$ cat config.mk
export PLATFORM = sky130hd
export DESIGN_NAME = framebuffer_run_command_parser_top
export DESIGN_NICKNAME = d
export VERILOG_FILES = /design/src/hdl/fbrc_pkg.sv /design/src/hdl/framebuffer_run_command_parser_top.sv /design/src/hdl/fbrc_mod.sv /design/src/hdl/fbrc_dp.sv /design/src/hdl/fbrc_ctrl.sv
export SDC_FILE = /design/constraint.sdc
export NUM_CORES = 1
export LEC_CHECK = 0
export BUFFER_PORTS_ARGS = -buffer_cell sky130_fd_sc_hd__buf_4
export CAP_MARGIN = 15
export CORE_MARGIN = 2
export CORE_UTILIZATION = 25
export DETAILED_ROUTE_END_ITERATION = 16
export PLACE_DENSITY = 0.39
export SLEW_MARGIN = 20
export SYNTH_ARGS = -nofsm -noshare
export SYNTH_HDL_FRONTEND = slang
export SYNTH_SLANG_ARGS = --single-unit
$ cat constraint.sdc
create_clock -name clk -period 17.88 [get_ports clk]
set_clock_uncertainty 0.05 [all_clocks]
set_input_delay 0 -clock clk [delete_from_list [all_inputs] [get_ports clk]]
set_output_delay 0 -clock clk [all_outputs]
set_load 0.02 [all_outputs]
$ cat src/hdl/fbrc_pkg.sv
`timescale 1ns / 1ps
package fbrc_pkg;

  localparam int BYTE_W      = 8;
  localparam int SCR_W       = 25;
  localparam int OUT_ADDR_W  = 24;
  localparam int CNT_W       = 7;
  localparam int CMD_RUN_BIT = 7;
  localparam logic [SCR_W-1:0] SCREEN_RESET = SCR_W'(32000);

  typedef struct packed {
    logic [BYTE_W-1:0] data_byte;
    logic              end_of_datagram;
  } in_item_t;

  typedef struct packed {
    logic [OUT_ADDR_W-1:0] write_address;
    logic [BYTE_W-1:0]     write_value;
  } out_item_t;

  typedef enum logic [1:0] {
    ST_CMD,
    ST_ADDR_LOW,
    ST_RUN,
    ST_MOD
  } state_t;

  typedef enum logic [1:0] {
    RED_ADDR,
    RED_CMD,
    RED_RUN
  } red_sel_t;

  typedef struct packed {
    logic     ld_high;
    logic     ld_cnt;
    logic     step;
    logic     emit;
    logic     reduce;
    red_sel_t red_sel;
    logic     ld_mod;
  } dp_cmd_t;

  typedef struct packed {
    logic run_last;
    logic mod_done;
    logic out_full;
  } dp_status_t;

endpackage

$ cat src/hdl/framebuffer_run_command_parser_top.sv
// framebuffer run command parser
// input channel: in_valid / in_stall carry one datagram byte per item
// with its end-of-datagram flag; an item is taken when in_valid is high
// and in_stall is low
// output channel: out_valid / out_stall carry framebuffer byte writes
// (address, value) from an output register; zero or one write per item
// config channel: cfg_valid / cfg_ready write the screen size in bytes;
// cfg_ready is always high, write only while the block is idle
// run data bytes need no wrap-around step; each write is registered and
// shows in the cycle after its byte is taken; address low bytes, run ends
// and empty runs take the wrap-around step, in which the remainder unit
// skips its division when the value is already below the screen size and
// else divides one bit per cycle; a stalled output register holds; the next
// item waits while it is full and stalled or while a wrap-around step runs
// reset (rst_n low at a clock edge) clears the parser to expect a command
// byte, the address to zero and the screen size to 32000
`timescale 1ns / 1ps
module framebuffer_run_command_parser_top #(
  parameter int ADDRESS_BITS = 24
) (
  input  logic                        clk,
  input  logic                        rst_n,
  input  logic                        in_valid,
  output logic                        in_stall,
  input  fbrc_pkg::in_item_t          in_item,
  output logic                        out_valid,
  input  logic                        out_stall,
  output fbrc_pkg::out_item_t         out_item,
  input  logic                        cfg_valid,
  output logic                        cfg_ready,
  input  logic [fbrc_pkg::SCR_W-1:0]  cfg_data
);
  import fbrc_pkg::*;

  dp_cmd_t    cmd;
  dp_status_t st;

  assign cfg_ready = 1'b1;

  fbrc_ctrl u_ctrl (
    .clk      (clk),
    .rst_n    (rst_n),
    .in_valid (in_valid),
    .in_stall (in_stall),
    .in_item  (in_item),
    .st       (st),
    .cmd      (cmd)
  );

  fbrc_dp #(
    .ADDRESS_BITS(ADDRESS_BITS)
  ) u_dp (
    .clk       (clk),
    .rst_n     (rst_n),
    .cmd       (cmd),
    .st        (st),
    .in_item   (in_item),
    .cfg_valid (cfg_valid),
    .cfg_data  (cfg_data),
    .out_valid (out_valid),
    .out_stall (out_stall),
    .out_item  (out_item)
  );

endmodule

$ cat src/hdl/fbrc_mod.sv
`timescale 1ns / 1ps
module fbrc_mod #(
  parameter int ADDRESS_BITS = 24
) (
  input  logic                    clk,
  input  logic                    rst_n,
  input  logic                    start,
  input  logic [ADDRESS_BITS:0]   dividend,
  input  logic [ADDRESS_BITS:0]   divisor,
  output logic                    done,
  output logic [ADDRESS_BITS-1:0] result
);
  localparam int SW    = ADDRESS_BITS + 1;
  localparam int CNT_W = $clog2(SW + 1);

  logic                    busy_r, busy_nxt;
  logic                    done_r, done_nxt;
  logic [CNT_W-1:0]        cnt_r, cnt_nxt;
  logic [ADDRESS_BITS-1:0] rem_r, rem_nxt;
  logic [SW-1:0]           dvd_r, dvd_nxt;
  logic [SW-1:0]           shifted;
  logic [SW-1:0]           diff;

  // one restoring step per cycle
  always_comb begin
    shifted  = {rem_r, dvd_r[SW-1]};
    diff     = shifted - divisor;
    busy_nxt = busy_r;
    done_nxt = 1'b0;
    cnt_nxt  = cnt_r;
    rem_nxt  = rem_r;
    dvd_nxt  = dvd_r;
    if (start) begin
      if (dividend < divisor) begin
        rem_nxt  = dividend[ADDRESS_BITS-1:0];
        done_nxt = 1'b1;
      end else begin
        rem_nxt  = '0;
        dvd_nxt  = dividend;
        cnt_nxt  = CNT_W'(SW);
        busy_nxt = 1'b1;
      end
    end else if (busy_r) begin
      rem_nxt = (shifted >= divisor) ? diff[ADDRESS_BITS-1:0] : shifted[ADDRESS_BITS-1:0];
      dvd_nxt = {dvd_r[SW-2:0], 1'b0};
      cnt_nxt = cnt_r - CNT_W'(1);
      if (cnt_r == CNT_W'(1)) begin
        busy_nxt = 1'b0;
        done_nxt = 1'b1;
      end
    end
  end

  always_ff @(posedge clk) begin
    if (!rst_n) begin
      busy_r <= 1'b0;
      done_r <= 1'b0;
      cnt_r  <= '0;
    end else begin
      busy_r <= busy_nxt;
      done_r <= done_nxt;
      cnt_r  <= cnt_nxt;
    end
  end

  always_ff @(posedge clk) begin
    rem_r <= rem_nxt;
    dvd_r <= dvd_nxt;
  end

  assign done   = done_r;
  assign result = rem_r;

endmodule

$ cat src/hdl/fbrc_dp.sv
`timescale 1ns / 1ps
module fbrc_dp #(
  parameter int ADDRESS_BITS = 24
) (
  input  logic                              clk,
  input  logic                              rst_n,
  input  fbrc_pkg::dp_cmd_t                 cmd,
  output fbrc_pkg::dp_status_t              st,
  input  fbrc_pkg::in_item_t                in_item,
  input  logic                              cfg_valid,
  input  logic [fbrc_pkg::SCR_W-1:0]        cfg_data,
  output logic                              out_valid,
  input  logic                              out_stall,
  output fbrc_pkg::out_item_t               out_item
);
  import fbrc_pkg::*;

  localparam int SW = ADDRESS_BITS + 1;
  localparam int CW = (SW > SCR_W) ? SW : SCR_W;

  logic [SW-1:0]           eff_scr_r, eff_scr_nxt;
  logic [SW-1:0]           cur_r, cur_nxt;
  logic [CNT_W-1:0]        high_r, high_nxt;
  logic [CNT_W-1:0]        run_left_r, run_left_nxt;
  logic                    out_valid_r, out_valid_nxt;
  out_item_t               out_item_r, out_item_nxt;
  logic [SW-1:0]           red_val;
  logic                    mod_done;
  logic [ADDRESS_BITS-1:0] mod_result;

  // zero acts as one, sizes past the address space are capped
  function automatic logic [ADDRESS_BITS:0] eff_scr(input logic [SCR_W-1:0] v);
    logic [CW-1:0] ext;
    logic [CW-1:0] cap;
    ext = CW'(v);
    cap = CW'(1) << ADDRESS_BITS;
    if (ext == '0) begin
      ext = CW'(1);
    end else if (ext > cap) begin
      ext = cap;
    end
    return SW'(ext);
  endfunction

  always_comb begin
    case (cmd.red_sel)
      RED_ADDR: red_val = SW'({high_r, in_item.data_byte});
      RED_CMD:  red_val = cur_r + SW'(in_item.data_byte[CNT_W-1:0]);
      RED_RUN:  red_val = cur_r + SW'(run_left_r);
      default:  red_val = cur_r;
    endcase
  end

  fbrc_mod #(
    .ADDRESS_BITS(ADDRESS_BITS)
  ) u_mod (
    .clk      (clk),
    .rst_n    (rst_n),
    .start    (cmd.reduce),
    .dividend (red_val),
    .divisor  (eff_scr_r),
    .done     (mod_done),
    .result   (mod_result)
  );

  always_comb begin
    eff_scr_nxt   = cfg_valid ? eff_scr(cfg_data) : eff_scr_r;
    cur_nxt       = cur_r;
    high_nxt      = cmd.ld_high ? in_item.data_byte[CNT_W-1:0] : high_r;
    run_left_nxt  = run_left_r;
    out_valid_nxt = out_valid_r;
    out_item_nxt  = out_item_r;
    if (cmd.ld_mod) begin
      cur_nxt = SW'(mod_result);
    end else if (cmd.step) begin
      cur_nxt = cur_r + SW'(1);
    end
    if (cmd.ld_cnt) begin
      run_left_nxt = in_item.data_byte[CNT_W-1:0];
    end else if (cmd.step) begin
      run_left_nxt = run_left_r - CNT_W'(1);
    end
    if (out_valid_r && !out_stall) begin
      out_valid_nxt = 1'b0;
    end
    // bytes past the screen end are dropped
    if (cmd.emit && (cur_r < eff_scr_r)) begin
      out_valid_nxt              = 1'b1;
      out_item_nxt.write_address = OUT_ADDR_W'(cur_r);
      out_item_nxt.write_value   = in_item.data_byte;
    end
  end

  always_ff @(posedge clk) begin
    if (!rst_n) begin
      eff_scr_r   <= SW'(SCREEN_RESET);
      cur_r       <= '0;
      high_r      <= '0;
      run_left_r  <= '0;
      out_valid_r <= 1'b0;
    end else begin
      eff_scr_r   <= eff_scr_nxt;
      cur_r       <= cur_nxt;
      high_r      <= high_nxt;
      run_left_r  <= run_left_nxt;
      out_valid_r <= out_valid_nxt;
    end
  end

  always_ff @(posedge clk) begin
    out_item_r <= out_item_nxt;
  end

  assign st.run_last = (run_left_r == CNT_W'(1));
  assign st.mod_done = mod_done;
  assign st.out_full = out_valid_r && out_stall;
  assign out_valid   = out_valid_r;
  assign out_item    = out_item_r;

endmodule

$ cat src/hdl/fbrc_ctrl.sv
`timescale 1ns / 1ps
module fbrc_ctrl (
  input  logic                 clk,
  input  logic                 rst_n,
  input  logic                 in_valid,
  output logic                 in_stall,
  input  fbrc_pkg::in_item_t   in_item,
  input  fbrc_pkg::dp_status_t st,
  output fbrc_pkg::dp_cmd_t    cmd
);
  import fbrc_pkg::*;

  state_t state_r, state_nxt;
  logic   accept;
  logic   is_run;
  logic   cnt_zero;
  logic   last;

  assign in_stall = (state_r == ST_MOD) || st.out_full;
  assign accept   = in_valid && !in_stall;
  assign is_run   = in_item.data_byte[CMD_RUN_BIT];
  assign cnt_zero = (in_item.data_byte[CNT_W-1:0] == '0);
  assign last     = in_item.end_of_datagram;

  always_comb begin
    state_nxt = state_r;
    case (state_r)
      ST_CMD: begin
        if (accept) begin
          if (!is_run) begin
            if (!last) state_nxt = ST_ADDR_LOW;
          end else if (cnt_zero || last) begin
            state_nxt = ST_MOD;
          end else begin
            state_nxt = ST_RUN;
          end
        end
      end
      ST_ADDR_LOW: begin
        if (accept) state_nxt = ST_MOD;
      end
      ST_RUN: begin
        if (accept && (st.run_last || last)) state_nxt = ST_MOD;
      end
      ST_MOD: begin
        if (st.mod_done) state_nxt = ST_CMD;
      end
      default: state_nxt = ST_CMD;
    endcase
  end

  always_comb begin
    cmd = '0;
    case (state_r)
      ST_CMD: begin
        if (accept) begin
          if (!is_run) begin
            cmd.ld_high = !last;
          end else if (cnt_zero || last) begin
            cmd.reduce  = 1'b1;
            cmd.red_sel = RED_CMD;
          end else begin
            cmd.ld_cnt = 1'b1;
          end
        end
      end
      ST_ADDR_LOW: begin
        if (accept) begin
          cmd.reduce  = 1'b1;
          cmd.red_sel = RED_ADDR;
        end
      end
      ST_RUN: begin
        if (accept) begin
          cmd.emit = 1'b1;
          // run end: advance by what is left, then wrap
          if (st.run_last || last) begin
            cmd.reduce  = 1'b1;
            cmd.red_sel = RED_RUN;
          end else begin
            cmd.step = 1'b1;
          end
        end
      end
      ST_MOD: begin
        cmd.ld_mod = st.mod_done;
      end
      default: cmd = '0;
    endcase
  end

  always_ff @(posedge clk) begin
    if (!rst_n) begin
      state_r <= ST_CMD;
    end else begin
      state_r <= state_nxt;
    end
  end

endmodule

# Word level (Yosys, flattened, before mapping)
# Cells that the tools add are included.
dict set report word_totals {
  reg_bits 155
  inputBits 39
  out_inout_bits 35
  elab_cells 110
}
dict set report op_classes {
  add_sub_neg 6
  magnitude_cmp 4
  n_eq_ne 13
  n_mux 50
  n_bitwise 1
  reduce_logical 22
}
# op count
set op_table {}
lappend op_table {{24-bit 2-to-1 mux} 6}
lappend op_table {{25-bit 2-to-1 mux} 5}
lappend op_table {{25-bit case mux with 3 select lines} 1}
lappend op_table {{25-bit by 7-bit adder with 25-bit output} 2}
lappend op_table {{25-bit less-than comparator} 2}
lappend op_table {{25-bit by 1-bit adder with 25-bit output (second input constant)} 1}
lappend op_table {{25-bit >= comparator} 1}
lappend op_table {{25-bit greater-than comparator (second input constant)} 1}
lappend op_table {{25-bit zero test} 1}
lappend op_table {{24-bit subtractor} 1}
lappend op_table {{5-bit 2-to-1 mux} 4}
lappend op_table {{2-bit 2-to-1 mux} 9}
lappend op_table {{1-bit 2-to-1 mux} 16}
lappend op_table {{3-bit 2-to-1 mux} 5}
lappend op_table {{7-bit 2-to-1 mux} 2}
lappend op_table {{3-bit case mux with 3 select lines} 1}
lappend op_table {{2-bit by 1-bit inequality test with 1-bit output (second input constant)} 4}
lappend op_table {{2-bit case mux with 4 select lines} 1}
lappend op_table {{2-bit nonzero test} 4}
lappend op_table {{7-bit by 1-bit equality test with 1-bit output (second input constant)} 1}
lappend op_table {{7-bit zero test} 1}
lappend op_table {{7-bit by 1-bit subtractor with 7-bit output (second input constant)} 1}
lappend op_table {{2-bit equality test (second input constant)} 3}
lappend op_table {{5-bit by 1-bit equality test with 1-bit output (second input constant)} 1}
lappend op_table {{other kinds (12)} 22}

# Logic depth before layout (Yosys ltp)
dict set report depth {
  word_depth 11
  ltp_mapped 29
  depth_no_buf 27
}

# Modules after synthesis
# A second synthesis with hierarchy kept.
dict set report unflattened {
  cells_unflattened 1148
  hier_area_um2 10506.3
}
# mod n_inst cells_each area_per_inst_um2
set modules_own_cells {}
lappend modules_own_cells {fbrc_dp 1 610 5659.2}
lappend modules_own_cells {fbrc_mod 1 493 4466.8}
lappend modules_own_cells {fbrc_ctrl 1 43 369.1}
lappend modules_own_cells {framebuffer_run_command_parser_top 1 2 11.3}

# Worst setup path after synthesis
# No wires, ideal clock.
dict set report synth_path {
  kind {flip-flop to flip-flop}
  from {register u_ctrl.state_r[0]}
  to {register u_dp.u_mod.dvd_r[0] (enable)}
  setup_ns 0.409
  t_arrival_ns 5.854
  required_time_ns 17.421
  setup_slack_ns 11.567
  stages_incl_launch_ff 24
  path_cell_list {dfxtp_1 -> ha_1 -> a21oi_1 -> and2_1 -> clkbuf_1 -> nand2_1 -> nor2_1 -> ha_1 -> mux2_2 -> ha_1 -> inv_1 -> fa_1 -> nand2b_1 -> a21oi_1 -> o21a_1 -> nand3_1 -> or2_2 -> o31ai_1 -> ha_1 -> nand4_1 -> nor4_1 -> o41a_1 -> nor3_4 -> nor2_1}
}
dict set report synth_via {
  elab_chain_cells 11
}
# element line_no
set synth_lines {}
lappend synth_lines {{start: declaration} fbrc_ctrl.sv:13} ;# state_t state_r, state_nxt;
lappend synth_lines {{start signal: assignment} fbrc_ctrl.sv:96} ;# state_r <= state_nxt;
lappend synth_lines {{2-bit equality test} fbrc_ctrl.sv:19} ;# assign in_stall = (state_r == ST_MOD) || st.out_full;
lappend synth_lines {{1-bit logical OR} fbrc_ctrl.sv:19}
lappend synth_lines {{1-bit zero test} fbrc_ctrl.sv:20} ;# assign accept = in_valid && !in_stall;
lappend synth_lines {{1-bit logical AND} fbrc_ctrl.sv:20}
lappend synth_lines {{5-bit 2-to-1 mux or 3-bit 2-to-1 mux (tied branches)} {fbrc_ctrl.sv:74, fbrc_ctrl.sv:56}}
lappend synth_lines {{3-bit case mux with 3 select lines (*)} fbrc_ctrl.sv:54} ;# case (state_r)
lappend synth_lines {{2-bit equality test (tied with other cells)} fbrc_dp.sv:46} ;# case (cmd.red_sel)
lappend synth_lines {{25-bit case mux with 3 select lines} fbrc_dp.sv:46}
lappend synth_lines {{25-bit less-than comparator} fbrc_mod.sv:34} ;# if (dividend < divisor) begin
lappend synth_lines {{2-bit inequality test (no line)} --}
lappend synth_lines {{2-bit AND reduction (no line) (*)} --}
lappend synth_lines {{end signal: assignment} fbrc_mod.sv:68} ;# dvd_r <= dvd_nxt;
lappend synth_lines {{end: declaration} fbrc_mod.sv:20} ;# logic [SW-1:0] dvd_r, dvd_nxt;
# Every way passes the cells marked *; elsewhere a longest branch is shown, timed or not.
# A chain may end at the register's enable or synchronous reset.

# Worst setup path in the final report
dict set report layout_path {
  from {register u_ctrl.state_r[0]}
  to {register u_dp.u_mod.dvd_r[1] (enable)}
}
# Same word-level chain as after synthesis.

==> out/summary.txt <==
RUN STATUS
------------------------------------------------------------------------------------------------------
Outcome                                                                                      completed

PLACEMENT
------------------------------------------------------------------------------------------------------
Routability Congestion                                                                           0.812
Number of buffer cells added on primary ports                                                       72
# placed instances                                                                               1,736
Final HPWL from detailed placement                                                        26,800 microns

LOGIC SYNTHESIS
------------------------------------------------------------------------------------------------------
Leading cell types by total area after synthesis                                          edfxtp_1 23%, dfxtp_1 14%, ha_1 11%
Netlist cell types                                                                                  78
Net count of the mapped netlist                                                                  1,313
Number of flops mapped to enable cells by yosys                                                     81
Mean Syn Cell Area                                                                          8.87 sq um
Dominant combinational cell family by area after synthesis                                compound AO/OA/AOI/OAI gates
Seq cells post-synth                                                                               155
Area share of the leading cell type in the synthesized netlist                                   0.233
Synth Warn #                                                                                         0
Area share of fa/ha/maj cells after synthesis                                                    0.116
Cells after Synth                                                                                1,178
Simple-gate share of the synthesized area                                                        0.195
Complex-gate fraction of the synthesized area                                                    0.204
Largest area contributor in the netlist                                                       edfxtp_1
Async set-or-reset flop fraction in the synthesized netlist                                          0
Fraction of synthesized cell area in xor and xnor cells                                         0.0310
Top FF cell, synth                                                                            edfxtp_1
Post-synthesis sequential area ratio                                                             0.375
Share of cell area taken by muxes after synthesis                                               0.0356
Synthesized area                                                                          10,500 sq um

POWER
------------------------------------------------------------------------------------------------------
Power per standard cell area                                                               127 nW/um^2
Post-layout power                                                                              1.60 mW
Register share of total power                                                                    0.344
Static leakage power                                                                           5.12 nW
Power share of the clock group                                                                   0.243
Comb pwr share                                                                                   0.413
Power spent charging and discharging nets                                                       618 uW
Cell internal power dissipation                                                                 982 uW
Sw Ratio                                                                                         0.386
VDD IR-drop max                                                                              0.0668 mV

CTS
------------------------------------------------------------------------------------------------------
Clock Root Buffer                                                                            clkbuf_16
Clock transition at the register clock pins on the worst setup and hold paths after CTS        0.06 ns
Clock Path Buffers                                                                                   2
Clock H-tree levels                                                                                  4
Number of clock sinks                                                                              155
Source-to-sink clock delay at the later pin of the worst-skew pair                             0.44 ns
Post-CTS Setup Inserts                                                                               0
Total clock buffers created by CTS                                                                  17
Clock tree from TritonCTS                                                                        built

FINAL LAYOUT
------------------------------------------------------------------------------------------------------
Layout overhead on the synthesized area                                                          20.8%
Total inserted antenna cells                                                                         0
Total number of nets in the final design                                                         1,410
Layout Cells excl Fill                                                                           1,820
Share of layout cells above drive strength 1                                                     0.106

ROUTE
------------------------------------------------------------------------------------------------------
Via count of the routed design                                                                   9,142
DRC violation count after routing                                                                    0
Number of detailed-route iterations in the first pass                                                5
Post-detailed-route count of antenna-violating nets                                                  0
Drt total wl                                                                              35,700 microns
Post-detailed-route via-to-cell ratio                                                             5.02
Number of design-rule violations left by the first detailed-router iteration                       618
Average wire per cell in the routed design                                                19.6 microns

FLOORPLAN
------------------------------------------------------------------------------------------------------
Die extent in y                                                                            208 microns
Std cell rows                                                                                       74
Io pins                                                                                             74
Floorplan Core Area                                                                       41,000 sq um
Die width                                                                                  208 microns
Die area                                                                                  43,500 sq um
Initial Util                                                                                     0.255

CRITICAL PATH
------------------------------------------------------------------------------------------------------
Worst path arrival time                                                                        6.94 ns
Critical setup path kind                                                                    reg -> reg
Critical-path maximum fanout                                                                        15
Critical Path RT                                                                              17.97 ns
Critical Path Source Type                                                                         flop
Capturing element type of the critical path                                                       flop

GLOBAL ROUTING
------------------------------------------------------------------------------------------------------
Overall routing resource usage                                                                   0.167
Via count of the first global-routing pass                                                       9,062
Global-route wire length before repair                                                    55,300 microns
Antenna violations before repair                                                                     2
Remaining Overflow, GRT                                                                              0
Largest net degree at the start of global routing                                                   76

TIMING
------------------------------------------------------------------------------------------------------
Setup repair after global routing missed its margin                                                 no
Final setup viols                                                                                    0
Timing-limited maximum frequency                                                             0.146 GHz
Share of the clock period used by the worst path                                                 0.383
Tightest Pin Transition                                                                        1.12 ns
Final critical-path required period                                                            6.85 ns
Headroom to the max-slew limit                                                                   0.255
Max-slew violations                                                                                  0
Setup_tns                                                                                         0 ns
Final Hold Violating Endpoints                                                                       0

FLOW RUN
------------------------------------------------------------------------------------------------------
Max-cap viol count                                                                                   0

HOLD PATH
------------------------------------------------------------------------------------------------------
Class of the tightest hold or removal check                                                  in -> reg

## repair_timing
item / CTS / global route
gates resized for setup: 0 / 0
endpoints found under the hold margin: 48 / 0
hold buffers: 52 / 0
## cell type report
class                   instances  area (sq um)
multi-input cells             908          6090
inverters                      61           229
repair buffers                132          1120
flip-flops and latches        155          3910
clock inverters                13           175
well taps                     532           666
fillers                      4264         28400
clock buffers                  19           433
## power by group through the flow
stage,Combinational (mW),Clock [mW],Sequential [mW]
after floorplan,0.471,0,0.525
final,0.660,0.389,0.551
after CTS,0.661,0.401,0.550
after detailed placement,0.649,0,0.558
after global routing,0.736,0.414,0.558
after global placement,0.651,0,0.557
## cell usage in the layout, fill, tap and decap left out, types with 7 or more instances in the layout
master,count
nand4_1,20
and2_1,24
xor2_1,9
buf_4,80
edfxtp_1,81
nor4_1,12
nand3_1,33
mux2_2,9
o21a_1,15
nor2_1,112
and3_1,11
mux2i_1,27
a221oi_1,15
nand2b_1,13
o31ai_1,9
a21oi_1,63
xnor2_1,28
o21ai_0,78
o22ai_1,10
inv_1,61
o211a_1,17
nand2_1,128
nor3_1,16
ha_1,94
a32oi_1,7
dfxtp_1,74
nor2b_1,31
a21o_1,19
clkbuf_16,17
o211ai_1,12
dlygate4sd3_1,52
## through the flow
step,utilization,worst slack [ns],hold WS [ns],cell area [sq um]
2_1_floorplan,-,11.57,0.0489,10500
3_3_place_gp,0.280,11.08,0.181,11500
3_5_place_dp,0.280,11.01,0.188,11500
4_1_cts,0.308,10.97,0.0322,12600
5_1_grt,0.308,10.39,0.101,12600
6_report,0.308,11.03,0.0578,12600
## final timing paths
kind                            cells after the start                                to  slack, ns                             start
worst min register to register                      1  u_dp.u_mod.cnt_r[2]$_SDFFE_PN0P_       0.43  u_dp.u_mod.cnt_r[2]$_SDFFE_PN0P_
worst max-delay path                               23     u_dp.u_mod.dvd_r[1]$_DFFE_PP_      11.03    u_ctrl.state_r[0]$_SDFFE_PN0P_
worst max register to register                     23     u_dp.u_mod.dvd_r[1]$_DFFE_PP_      11.03    u_ctrl.state_r[0]$_SDFFE_PN0P_
worst min-delay path                                5    u_ctrl.state_r[1]$_SDFFE_PN0P_       0.06                        in_item[0]
## registers in the layout, indices dropped and copies added (netlist names)
name               flops
u_dp.out_item         32
u_dp.u_mod.dvd_r      25
u_dp.u_mod.done        1
u_dp.cur_r            25
u_ctrl.state_r         2
u_dp.u_mod.cnt_r       5
u_dp.high_r            7
u_dp.eff_scr_r        25
u_dp.run_left_r        7
u_dp.u_mod.busy_r      1
u_dp.out_valid         1
u_dp.u_mod.result     24
## cells in the mapped netlist (all sizes together) (6+ instances only)
cell      n
nor4     12
o31ai     9
a21o     20
mux2      9
ha       94
dfxtp    74
nand2b   13
nand4    20
edfxtp   81
nor2    113
a211oi    6
inv      61
o22ai    10
clkbuf   40
xor2      9
and3     11
o21a     15
nand2   128
mux2i    27
or2       6
nor2b    31
buf      14
a221oi   15
nand3    33
o21ai    82
o211ai   13
xnor2    28
and2     24
o211a    17
a21oi    64
a32oi     7
nor3     17
## logic make-up after synthesis
kind of cell	after synthesis
adder cells (fa/ha/maj)	96
AO/OA/AOI/OAI	313
buffers and inverters	115
flip-flops	155
AND/OR/NAND/NOR	425
XOR/XNOR	37
other	1
multiplexers	36
## critical path: stages (launching register included)
cell and delay (ns):
dfxtp_1 0.34, ha_1 0.24, a21oi_1 0.22, nand2_1 0.12, nor3_1 0.52, inv_1 0.17
ha_1 0.29, mux2_2 0.24, ha_1 0.16, inv_1 0.05, fa_1 0.39, nand2b_1 0.18
a21oi_1 0.34, o21a_1 0.22, nand3_1 0.21, or2_2 0.37, o31ai_1 0.47, ha_1 0.22
nand4_1 0.16, nor4_1 0.32, o41a_1 0.27, nor3_4 0.06, nor2_2 0.54, buf_4 0.35
## per-layer routing
layer,track usage,vias to the layer above,part of all wire
met5,0,-,0.00036
met4,0.0474,2,0.015
met3,0.0242,25,0.043
met2,0.253,220,0.43
met1,0.246,4378,0.52
li1,-,4517,-
Power figures use the tool's default switching activity.
